$ cat src/hw/rtl/qat_pkg.sv
// ============================================================================
// qat_pkg - shared types and constants for the quoted argument tokenizer
// Request payload layouts and the character codes that steer tokenizing.
// ============================================================================
`default_nettype none

package qat_pkg;

    localparam logic [7:0] QUOTE_CHAR  = 8'h27;
    localparam logic [7:0] ESCAPE_CHAR = 8'h5C;
    localparam logic [7:0] SPACE_CHAR  = 8'h20;
    localparam logic [7:0] TAB_CHAR    = 8'h09;
    localparam logic [7:0] CR_CHAR     = 8'h0D;

    typedef struct packed {
        logic [7:0] in_byte;
        logic       msg_last;
    } qat_in_t;

    typedef struct packed {
        logic       byte_valid;
        logic [7:0] out_byte;
        logic       token_end;
        logic       message_end;
        logic       warn_open_quote;
        logic       warn_trailing_escape;
    } qat_out_t;

    // input register contents handed to the core
    typedef struct packed {
        logic    valid;
        qat_in_t item;
    } qat_hold_t;

    function automatic logic is_blank(input logic [7:0] b);
        return (b == SPACE_CHAR) || ((b >= TAB_CHAR) && (b <= CR_CHAR));
    endfunction

endpackage

`default_nettype wire

$ cat src/hw/rtl/qat_in_if.sv
// ============================================================================
// qat_in_if - input byte channel
// Valid/ready channel carrying one message byte and its last-byte mark.
// ============================================================================
`default_nettype none

interface qat_in_if;
    logic            valid;
    logic            ready;
    qat_pkg::qat_in_t data;

    modport source (output valid, output data, input ready);
    modport sink   (input valid, input data, output ready);
endinterface

`default_nettype wire

$ cat src/hw/rtl/qat_out_if.sv
// ============================================================================
// qat_out_if - result channel
// Valid/ready channel carrying one tokenizer result per input byte.
// ============================================================================
`default_nettype none

interface qat_out_if;
    logic              valid;
    logic              ready;
    qat_pkg::qat_out_t data;

    modport source (output valid, output data, input ready);
    modport sink   (input valid, input data, output ready);
endinterface

`default_nettype wire

$ cat src/hw/rtl/qat_in_stage.sv
// ============================================================================
// qat_in_stage - input register
// Captures one request per cycle unless the core stalls; refills in the same cycle the core drains it.
// ============================================================================
`default_nettype none

module qat_in_stage (
    input  wire                  clk,
    input  wire                  rst_n,
    qat_in_if.sink               in_ch,
    input  wire                  take,
    output qat_pkg::qat_hold_t   hold
);

    logic             valid_reg;
    logic             valid_next;
    qat_pkg::qat_in_t item_reg;
    logic             accept;

    assign in_ch.ready = !valid_reg || take;
    assign accept      = in_ch.valid && in_ch.ready;

    always_comb
    begin
        valid_next = valid_reg;
        if (accept)
        begin
            valid_next = 1'b1;
        end
        else if (take)
        begin
            valid_next = 1'b0;
        end
    end

    always_ff @(posedge clk or negedge rst_n)
    begin
        if (!rst_n)
        begin
            valid_reg <= 1'b0;
        end
        else
        begin
            valid_reg <= valid_next;
        end
    end

    always_ff @(posedge clk)
    begin
        if (accept)
        begin
            item_reg <= in_ch.data;
        end
    end

    assign hold.valid = valid_reg;
    assign hold.item  = item_reg;

endmodule

`default_nettype wire

$ cat src/hw/rtl/qat_core.sv
// ============================================================================
// qat_core - tokenizer state and result register
// Applies one byte to the quote/escape/token state and registers the result.
// ============================================================================
`default_nettype none

module qat_core (
    input  wire                  clk,
    input  wire                  rst_n,
    input  wire qat_pkg::qat_hold_t hold,
    output logic                 take,
    qat_out_if.source            out_ch
);

    logic in_token_reg,  in_token_next;
    logic in_quotes_reg, in_quotes_next;
    logic escape_reg,    escape_next;
    logic has_bytes_reg, has_bytes_next;

    logic              out_valid_reg;
    logic              out_valid_next;
    qat_pkg::qat_out_t res_reg;
    qat_pkg::qat_out_t res_next;

    logic [7:0] b;
    logic       last;
    logic       blank;
    logic       tok, quo, esc, hasb;

    assign take = hold.valid && (!out_valid_reg || out_ch.ready);
    assign b    = hold.item.in_byte;
    assign last = hold.item.msg_last;
    assign blank = qat_pkg::is_blank(b);

    always_comb
    begin
        tok  = in_token_reg;
        quo  = in_quotes_reg;
        esc  = escape_reg;
        hasb = has_bytes_reg;
        res_next = '0;

        if (escape_reg)
        begin
            esc  = 1'b0;
            hasb = 1'b1;
            res_next.byte_valid = 1'b1;
            res_next.out_byte   = b;
        end
        else if (!in_token_reg && blank)
        begin
            // skip whitespace between tokens
        end
        else if (in_token_reg && !in_quotes_reg && blank)
        begin
            res_next.token_end = 1'b1;
            tok  = 1'b0;
            hasb = 1'b0;
        end
        else
        begin
            tok = 1'b1;
            if (b == qat_pkg::QUOTE_CHAR)
            begin
                quo = !in_quotes_reg;
            end
            else if (b == qat_pkg::ESCAPE_CHAR)
            begin
                esc = 1'b1;
            end
            else
            begin
                hasb = 1'b1;
                res_next.byte_valid = 1'b1;
                res_next.out_byte   = b;
            end
        end

        in_token_next  = tok;
        in_quotes_next = quo;
        escape_next    = esc;
        has_bytes_next = hasb;

        if (last)
        begin
            res_next.message_end = 1'b1;
            if (tok)
            begin
                // a lone trailing backslash only closes a token that has bytes
                res_next.warn_trailing_escape = esc;
                if (!esc || hasb)
                begin
                    res_next.token_end       = 1'b1;
                    res_next.warn_open_quote = quo;
                end
            end
            in_token_next  = 1'b0;
            in_quotes_next = 1'b0;
            escape_next    = 1'b0;
            has_bytes_next = 1'b0;
        end
    end

    always_comb
    begin
        out_valid_next = out_valid_reg;
        if (take)
        begin
            out_valid_next = 1'b1;
        end
        else if (out_ch.ready)
        begin
            out_valid_next = 1'b0;
        end
    end

    always_ff @(posedge clk or negedge rst_n)
    begin
        if (!rst_n)
        begin
            in_token_reg  <= 1'b0;
            in_quotes_reg <= 1'b0;
            escape_reg    <= 1'b0;
            has_bytes_reg <= 1'b0;
            out_valid_reg <= 1'b0;
        end
        else
        begin
            out_valid_reg <= out_valid_next;
            if (take)
            begin
                in_token_reg  <= in_token_next;
                in_quotes_reg <= in_quotes_next;
                escape_reg    <= escape_next;
                has_bytes_reg <= has_bytes_next;
            end
        end
    end

    always_ff @(posedge clk)
    begin
        if (take)
        begin
            res_reg <= res_next;
        end
    end

    assign out_ch.valid = out_valid_reg;
    assign out_ch.data  = res_reg;

    // state fully cleared after the last byte of a message
    a_msg_clears_state: assert property (@(posedge clk) disable iff (!rst_n)
        (take && last) |=> (!in_token_reg && !in_quotes_reg && !escape_reg
                            && !has_bytes_reg))
        else $error("state not cleared after message end");

    a_zero_byte: assert property (@(posedge clk) disable iff (!rst_n)
        (out_valid_reg && !res_reg.byte_valid) |-> (res_reg.out_byte == 8'h00))
        else $error("out_byte nonzero without byte_valid");

    a_quote_warn: assert property (@(posedge clk) disable iff (!rst_n)
        (out_valid_reg && res_reg.warn_open_quote)
            |-> (res_reg.message_end && res_reg.token_end))
        else $error("open quote warning outside a closing message end");

    a_esc_warn: assert property (@(posedge clk) disable iff (!rst_n)
        (out_valid_reg && res_reg.warn_trailing_escape)
            |-> (res_reg.message_end && !res_reg.byte_valid))
        else $error("trailing escape warning on a non-final result");

    a_has_bytes_in_token: assert property (@(posedge clk) disable iff (!rst_n)
        has_bytes_reg |-> in_token_reg)
        else $error("token bytes recorded outside a token");

endmodule

`default_nettype wire

$ cat src/hw/rtl/quoted_argument_tokenizer.sv
// ============================================================================
// quoted_argument_tokenizer - shell style argument splitter
// Splits a byte stream into tokens with single quotes and backslash escapes.
// ============================================================================
//
//  channel  dir  payload                                         handshake
//  in_ch    in   in_byte[7:0], msg_last                          valid/ready
//  out_ch   out  byte_valid, out_byte[7:0], token_end,           valid/ready
//                message_end, warn_open_quote, warn_trailing_escape
//
//  One request per cycle sustained while the output keeps accepting; an
//  accepted request is held in the input register, and its result is then
//  loaded into the result register, which drives the output handshake.
//  Throughput is bounded by the token state register update for each byte.
//  rst_n clears all valid flags and the token state; payload is not reset.
//  A stalled output holds its result; in_ch.ready drops only when both
//  registers are full and out_ch.ready is low.
// ============================================================================
`default_nettype none

module quoted_argument_tokenizer (
    input  wire     clk,
    input  wire     rst_n,
    qat_in_if.sink  in_ch,
    qat_out_if.source out_ch
);

    qat_pkg::qat_hold_t hold;
    logic               take;

    qat_in_stage u_in_stage (
        .clk   (clk),
        .rst_n (rst_n),
        .in_ch (in_ch),
        .take  (take),
        .hold  (hold)
    );

    qat_core u_core (
        .clk    (clk),
        .rst_n  (rst_n),
        .hold   (hold),
        .take   (take),
        .out_ch (out_ch)
    );

endmodule

`default_nettype wire

$ cat src/flat_wrapper.sv
// flat-port wrapper written by rule: the top's interface ports become plain ports
module quoted_argument_tokenizer_flat 
  (clk, rst_n, in_ch_valid, in_ch_data, in_ch_ready, out_ch_valid, out_ch_data, out_ch_ready);
  qat_in_if in_ch_i ();
  qat_out_if out_ch_i ();
  input  wire clk;
  input  wire rst_n;
  input wire logic [$bits(in_ch_i.valid)-1:0] in_ch_valid;
  input wire logic [$bits(in_ch_i.data)-1:0] in_ch_data;
  output wire logic [$bits(in_ch_i.ready)-1:0] in_ch_ready;
  output wire logic [$bits(out_ch_i.valid)-1:0] out_ch_valid;
  output wire logic [$bits(out_ch_i.data)-1:0] out_ch_data;
  input wire logic [$bits(out_ch_i.ready)-1:0] out_ch_ready;
  assign in_ch_i.valid = in_ch_valid;
  assign in_ch_i.data = in_ch_data;
  assign in_ch_ready = in_ch_i.ready;
  assign out_ch_valid = out_ch_i.valid;
  assign out_ch_data = out_ch_i.data;
  assign out_ch_i.ready = out_ch_ready;
  quoted_argument_tokenizer u_core (.clk(clk), .rst_n(rst_n), .in_ch(in_ch_i), .out_ch(out_ch_i));
endmodule
$ cat config.mk
export PLATFORM = sky130hd
export DESIGN_NAME = quoted_argument_tokenizer_flat
export DESIGN_NICKNAME = d
export VERILOG_FILES = /design/src/hw/rtl/qat_pkg.sv /design/src/hw/rtl/qat_in_if.sv /design/src/hw/rtl/qat_out_if.sv /design/src/hw/rtl/qat_in_stage.sv /design/src/hw/rtl/qat_core.sv /design/src/hw/rtl/quoted_argument_tokenizer.sv /design/src/flat_wrapper.sv
export SDC_FILE = /design/constraint.sdc
export NUM_CORES = 1
export LEC_CHECK = 0
export ABC_AREA = 1
export CAP_MARGIN = 20
export CORE_MARGIN = 4
export CORE_UTILIZATION = 60
export CTS_CLUSTER_DIAMETER = 150
export DETAILED_ROUTE_END_ITERATION = 10
export DONT_BUFFER_PORTS = 1
export PLACE_DENSITY = 0.72
export SYNTH_ARGS = -nofsm -noshare
export SYNTH_HDL_FRONTEND = slang
export SYNTH_HIERARCHICAL = 1
export SYNTH_SLANG_ARGS = --single-unit
$ cat constraint.sdc
create_clock -name clk -period 2.65 [get_ports clk]
set_clock_uncertainty 0.15 [all_clocks]
set_input_delay 0.53 -clock clk [delete_from_list [all_inputs] [get_ports clk]]
set_output_delay 0.53 -clock clk [all_outputs]
set_load 0.005 [all_outputs]
==> results of run 1 <==
## timing repair
item | in CTS | in global routing
hold endpoints to repair | 6 | 0
gates resized for setup | 0 | 0
hold buffers | 1 | 0
## synthesized netlist by cell type, types with 2 or more instances
| cell | instances |
|---|---|
| dfrtp_1 | 6 |
| edfxtp_1 | 22 |
| inv_1 | 18 |
| inv_2 | 2 |
| nor3_1 | 3 |
| nand3_1 | 2 |
| nand2_2 | 7 |
| nor2_2 | 5 |
| nor2_1 | 13 |
| o22ai_1 | 3 |
| nand2_4 | 2 |
| nand2_1 | 21 |
## logic make-up (layout without fill, tap and decap cells)
group                     Yosys count  count (layout)  synth area share
and+or+nand+nor                    57              57             0.230
DFF                                28              28             0.656
buffers and inverters              22              27            0.0708
AOI/OAI and AO/OA                   6               6            0.0364
xor gates and xnor gates            1               1           0.00709
## metrics by stage
stage | hold WS, ns | worst slack (ns) | area, um2 | std cells | power, W
2_1_floorplan | 0.0844 | 0.463 | 1240 | 114 | 0.000642
3_3_place_gp | 0.0845 | 1.03 | 1270 | 141 | 0.000664
3_5_place_dp | 0.0845 | 0.988 | 1270 | 141 | 0.000669
4_1_cts | 0.135 | 0.796 | 1310 | 146 | 0.000837
5_1_grt | 0.116 | 0.695 | 1310 | 146 | 0.000873
6_report | 0.144 | 0.810 | 1310 | 146 | 0.000828
## area by class of cell
type                    instances  area [um2]  area share
clock inverters                 1        3.75     0.00287
multi-input cells              64         338       0.258
repair buffers                  3        25.0      0.0191
flip-flops and latches         28         811       0.620
well taps                      27        33.8      0.0258
clock buffers                   3        22.5      0.0172
inverters                      20        75.1      0.0574
## worst max-delay path: stages, from the launching register on
cell and delay, ns:
dfrtp_1 0.42, nand2_1 0.09, nand2_1 0.11, inv_1 0.09, inv_1 0.05, nand2_1 0.09
## power by group through the flow
stage          Sequential [W]  Clock [W]  Combinational, W
2_1_floorplan        0.000565          0         0.0000770
3_3_place_gp         0.000571          0         0.0000932
3_5_place_dp         0.000572          0         0.0000969
4_1_cts              0.000562   0.000175          0.000100
5_1_grt              0.000567   0.000192          0.000115
6_report             0.000560   0.000169         0.0000992
## how the worst min path moves through the flow
stage / cells past startpoint / slack, ns / start / to
2_1_floorplan: 0 / 0.08 / rst_n / u_core/u_core/escape_reg
3_3_place_gp: 0 / 0.08 / rst_n / u_core/u_core/in_token_reg
3_5_place_dp: 0 / 0.08 / rst_n / u_core/u_core/in_token_reg
4_1_cts: 0 / 0.14 / in_ch_data[0] / u_core/u_in_stage/hold[0]
5_1_grt: 0 / 0.12 / in_ch_data[0] / u_core/u_in_stage/hold[0]
6_report: 0 / 0.14 / in_ch_data[5] / u_core/u_in_stage/hold[5]
## metal layers
| layer | track usage | vias up |
|---|---|---|
| met5 | 0 | - |
| met4 | 0.106 | 0 |
| met3 | 0.0366 | 5 |
| met2 | 0.249 | 25 |
| met1 | 0.178 | 324 |
| li1 | - | 375 |
==> results.md, run 1 <==
* Static Leak at 0.552 nW
* N_diodes at 0
* Post-CTS Setup Inserts at 0
* Metal3 WL at 57 um
* Ratio of final minimum period to clock period at 0.694
* Vias in the first global route at 734
* HPWL after DPL at 1430 um
* Critical path data required time at 1.97 ns
* Distinct cell type count after synthesis at 22
* Clk buf depth at 2
* GRT overflow at 0
* Layout Nets at 133
* Max Slew Vio Count at 0
* WL/cell at 12.5 um
* 1st-pass router iterations at 3
* Reg-to-Reg End: u_core/u_core/out_ch.data[3]
* Cell area after synthesis at 0.00124 mm2
* Capture point of the critical path: in_ch_ready
* Worst Setup SP: u_core/u_core/out_ch.valid
* Clock transition at path regs at 0.13 ns
* Drt drc at 0
* Drt initial violations at 8
* M1 WL at 863 um
* Mapped Avg Cell Area at 10.8 um2
* Core area at 0.00196 mm2
* CP Launch Type: register
* Post-synth ARST share at 0.214
* Post-synth top area share at 0.534
* Root buffer cell: clkbuf_4
* Initial antenna violation count at 0
* Clock network power share at 0.204
* Clk sinks at 28
* Fin Setup TNS at 0 ns
* Power Density at 633 mW/mm2
* Setup Viol. Count Final at 0
* Max reg flops at 13
* GP Congestion at 0.825
* Yosys top cell by area: edfxtp_1
* Leading cell type in the layout, fill and taps excluded: edfxtp_1
* Critical path capture point type: output port
* Metal2 WL at 867 um
* Htree depth at 1
* Layout area overhead at 5.87%
* # fillers at 153
* GRT Overall Usage at 0.154
* EDFF count, synth at 22
* CP Max Fanout at 4
* Sequential-to-total area share from yosys stat at 0.656
* Post-DRT Antenna Nets at 0
* Sw power at 0.000210 W
* Cts bufs inserted at 3
* RR Startpoint: u_core/u_in_stage/hold[6]
* Pint at 0.000619 W
* Die area at 0.00285 mm2
* Pin count of the biggest net entering global routing at 17
* Row count at 16
* Fin crit period at 1.84 ns
* Critical path type: register to output port
* Number of port buffers at 0
* Sw Share at 0.253
* Ys flop type: edfxtp_1
* Syn Inst Count at 114
* Outcome: finished, final reports clean
* R2R setup slack at 0.96 ns
* Slew @ Worst Pin at 0.282 ns
* Max-Cap Viols at 0
* Core Util, Final at 0.667
* Io pins at 28
* Layout cell share with drive strength beyond 1 at 0.210
* Slew HR at 0.811
* WL final at 1830 um
* Ranking of synthesized cells by area: edfxtp_1 (53%), dfrtp_1 (12%), nand2_1 (6.4%), inv_1 (5.5%), nor2_1 (3.9%)
* Unrepaired setup endpoints after global routing: no
* Clock latency on the worst-skew pair at 0.32 ns
* Vias per cell at 4.99
* Synthesis warning total at 6
* WP data arrival at 1.16 ns
* First-pass GRT wire length at 3060 um
* Peak supply drop at 451 uV
* Initial Utilization at 0.630
* Die width at 53.4 um
* Seq cells post-synth at 28
* Commonest non-fill, non-tap cells in the layout: edfxtp_1 (22), nand2_1 (21), inv_1 (18)
* Max Clk Rate at 0.544 GHz
* Reg power frac at 0.676
* Worst reg-to-reg path cell count at 10
* CTS tree: yes
* Syn_nets at 127
* Die Y-Extent at 53.4 um
* Top sig layer: met4
* Logic pwr share at 0.120
* Count of final hold-check violations at 0
* Hold WC Path Type: input pin to register
* Via Count at 729
No activity file was read; power rests on OpenSTA's default activity.
==> inputs of run 2 (changes only) <==
--- a/config.mk
+++ b/config.mk
@@ -8,11 +8,11 @@
 export ABC_AREA = 1
 export CAP_MARGIN = 20
 export CORE_MARGIN = 4
-export CORE_UTILIZATION = 60
+export CORE_UTILIZATION = 54
 export CTS_CLUSTER_DIAMETER = 150
 export DETAILED_ROUTE_END_ITERATION = 10
 export DONT_BUFFER_PORTS = 1
-export PLACE_DENSITY = 0.72
+export PLACE_DENSITY = 0.68
 export SYNTH_ARGS = -nofsm -noshare
 export SYNTH_HDL_FRONTEND = slang
 export SYNTH_HIERARCHICAL = 1
==> constraint.sdc (replaced) <==
create_clock -name clk -period 1.64 [get_ports clk]
set_clock_uncertainty 0.15 [all_clocks]
set_input_delay 0.328 -clock clk [delete_from_list [all_inputs] [get_ports clk]]
set_output_delay 0.328 -clock clk [all_outputs]
set_load 0.005 [all_outputs]
==> run 2 against run 1 <==
  * The flow now finishes with violations (negative setup slack)
  * Non-clock buffer count grew 19
  * Sequential power is 62% higher
  * Power up 72%
  * Sequential share of layout area decreased by 9.1 points
  * Critical path type is now register to register
  * Largest power group unchanged
==> results.md, run 2 (same netlist as run 1, synthesis figures left out) <==
* Outcome: finished with violations (was finished, final reports clean)
* Failing checks: negative setup slack
* Clock transition at path regs at 0.14 ns (was 0.13 ns)
* Fin Setup TNS at -0.282 ns (was 0 ns)
* Htree depth at 1 (unchanged)
* GRT Overall Usage at 0.144 (was 0.154)
* Static Leak at 0.635 nW (was 0.552 nW)
* # fillers at 154 (was 153)
* Drt initial violations at 13 (was 8)
* Fin crit period at 1.71 ns
* Clock latency on the worst-skew pair at 0.31 ns (was 0.32 ns)
* Critical path type: register to register (was register to output port)
* Power Density at 930 mW/mm2 (was 633 mW/mm2)
* Peak supply drop at 754 uV (was 451 uV)
* Core area at 0.00219 mm2 (was 0.00196 mm2)
* Leading cell type in the layout, fill and taps excluded: edfxtp_1 (unchanged)
* Initial antenna violation count at 0 (unchanged)
* Slew @ Worst Pin at 0.303 ns (was 0.282 ns)
* First-pass GRT wire length at 3480 um (was 3060 um)
* Die Y-Extent at 55.8 um (was 53.4 um)
* WP data arrival at 1.65 ns (was 1.16 ns)
* Max reg flops at 13 (unchanged)
* Vias per cell at 4.88 (was 4.99)
* CP Launch Type: register (unchanged)
* HPWL after DPL at 1460 um (was 1430 um)
* Layout area overhead at 24.0% (was 5.87%)
* Clock network power share at 0.195 (was 0.204)
* CP Max Fanout at 3 (was 4)
* Ratio of final minimum period to clock period at 1.04
* Layout Nets at 152 (was 133)
* Layout cell share with drive strength beyond 1 at 0.326 (was 0.210)
* Commonest non-fill, non-tap cells in the layout: edfxtp_1 (22), inv_1 (16), nand2_1 (15) (was edfxtp_1 (22), nand2_1 (21), inv_1 (18))
* Die area at 0.00312 mm2 (was 0.00285 mm2)
* Count of final hold-check violations at 0 (unchanged)
* Drt drc at 0 (unchanged)
* CTS tree: yes (unchanged)
* Critical path data required time at 1.58 ns (was 1.97 ns)
* Die width at 55.8 um (was 53.4 um)
* Max-Cap Viols at 0 (unchanged)
* Sw power at 0.000369 W (was 0.000210 W)
* Vias in the first global route at 775 (was 734)
* Sw Share at 0.259 (was 0.253)
* Core Util, Final at 0.700 (was 0.667)
* Number of port buffers at 0 (unchanged)
* WL final at 2180 um (was 1830 um)
* Via Count at 810 (was 729)
* Io pins at 28 (unchanged)
* Setup Viol. Count Final at 10 (was 0)
* Cts bufs inserted at 3 (unchanged)
* GP Congestion at 0.841 (was 0.825)
* Unrepaired setup endpoints after global routing: yes (was no)
* Pin count of the biggest net entering global routing at 17 (unchanged)
* Logic pwr share at 0.169 (was 0.120)
* Max Slew Vio Count at 0 (unchanged)
* N_diodes at 0 (unchanged)
* Row count at 17 (was 16)
* 1st-pass router iterations at 4 (was 3)
* Initial Utilization at 0.564 (was 0.630)
* WL/cell at 13.2 um (was 12.5 um)
* Reg power frac at 0.636 (was 0.676)
* Clk buf depth at 2 (unchanged)
* Slew HR at 0.797 (was 0.811)
* Hold WC Path Type: input pin to register (unchanged)
* Max Clk Rate at 0.584 GHz
* Clk sinks at 28 (unchanged)
* GRT overflow at 0 (unchanged)
* Setup ws final at -0.0731 ns (was 0.810 ns)
* Critical path capture point type: register (was output port)
* Root buffer cell: clkbuf_4 (unchanged)
* Post-DRT Antenna Nets at 0 (unchanged)
* Pint at 0.00106 W (was 0.000619 W)
run 2: repair_timing:
action | CTS | global route
pin swaps | 2 | 9
hold buffers | 11 | 0
setup buffers | 6 | 4
hold endpoints to repair | 16 | 0
endpoints found under the setup margin | 3 | 13
gates resized for setup | 2 | 7
run 2: path summary, 6_finish.rpt:
| kind | start | endpoint | slack (ns) | cells past startpoint |
|---|---|---|---|---|
| setup / recovery | u_core/u_in_stage/hold[5] | u_core/u_core/out_ch.data[3] | -0.07 | 10 |
| hold / removal | out_ch_ready | u_core/u_core/out_ch.valid | 0.03 | 3 |
| setup reg to reg | u_core/u_in_stage/hold[5] | u_core/u_core/out_ch.data[3] | -0.07 | 10 |
| hold reg to reg | u_core/u_in_stage/hold[0] | u_core/u_core/out_ch.data[2] | 0.38 | 0 |
| max in group asynchronous | rst_n | u_core/u_core/in_token_reg | 0.96 | 1 |
| min in group asynchronous | rst_n | u_core/u_in_stage/valid_reg | 0.16 | 1 |
run 2: worst max-delay path, cell delays in order, from the launching register on:
cell and delay (ns):
edfxtp_1 0.45, nor2_1 0.14, nand2_1 0.08, nor2_1 0.13, nand2_2 0.09, nand2_4 0.10, nand3_4 0.07, nand2_4 0.09
nor2_2 0.04, nand2_2 0.08, nand2_1 0.05
run 2: power groups by stage:
stage               Combinational [W]  Sequential (W)  Clock [W]
finish                       0.000241        0.000906   0.000279
global route                 0.000269        0.000915   0.000305
CTS                          0.000212        0.000906   0.000291
detailed placement           0.000162        0.000928          0
global placement             0.000158        0.000924          0
floorplan                    0.000136        0.000914          0
run 2: per-layer routing:
metal	vias to the layer above	track usage	part of all wire
met5	-	0	0
met4	0	0.0610	0.0064
met3	2	0.0302	0.035
met2	23	0.247	0.53
met1	375	0.175	0.42
li1	410	-	-
run 2: cell type report:
class | count | area (um2) | area share
clock buffer | 4 | 26.3 | 0.0171
inverter | 20 | 78.8 | 0.0514
multi-input combinational | 64 | 389 | 0.254
sequential | 28 | 811 | 0.529
tap | 28 | 35.0 | 0.0229
timing repair buffer | 22 | 193 | 0.126
run 2: metrics by stage:
step / instance area (um2) / power [W] / hold slack, ns / cells / worst slack [ns]
2_1_floorplan: 1250 / 0.00105 / -0.118 / 114 / 0.0435
3_3_place_gp: 1280 / 0.00108 / -0.117 / 141 / -0.000861
3_5_place_dp: 1280 / 0.00109 / -0.117 / 141 / -0.0364
4_1_cts: 1480 / 0.00141 / 0.0270 / 162 / 0.00163
5_1_grt: 1530 / 0.00149 / 0.0344 / 166 / -0.144
6_report: 1530 / 0.00143 / 0.0309 / 166 / -0.0731
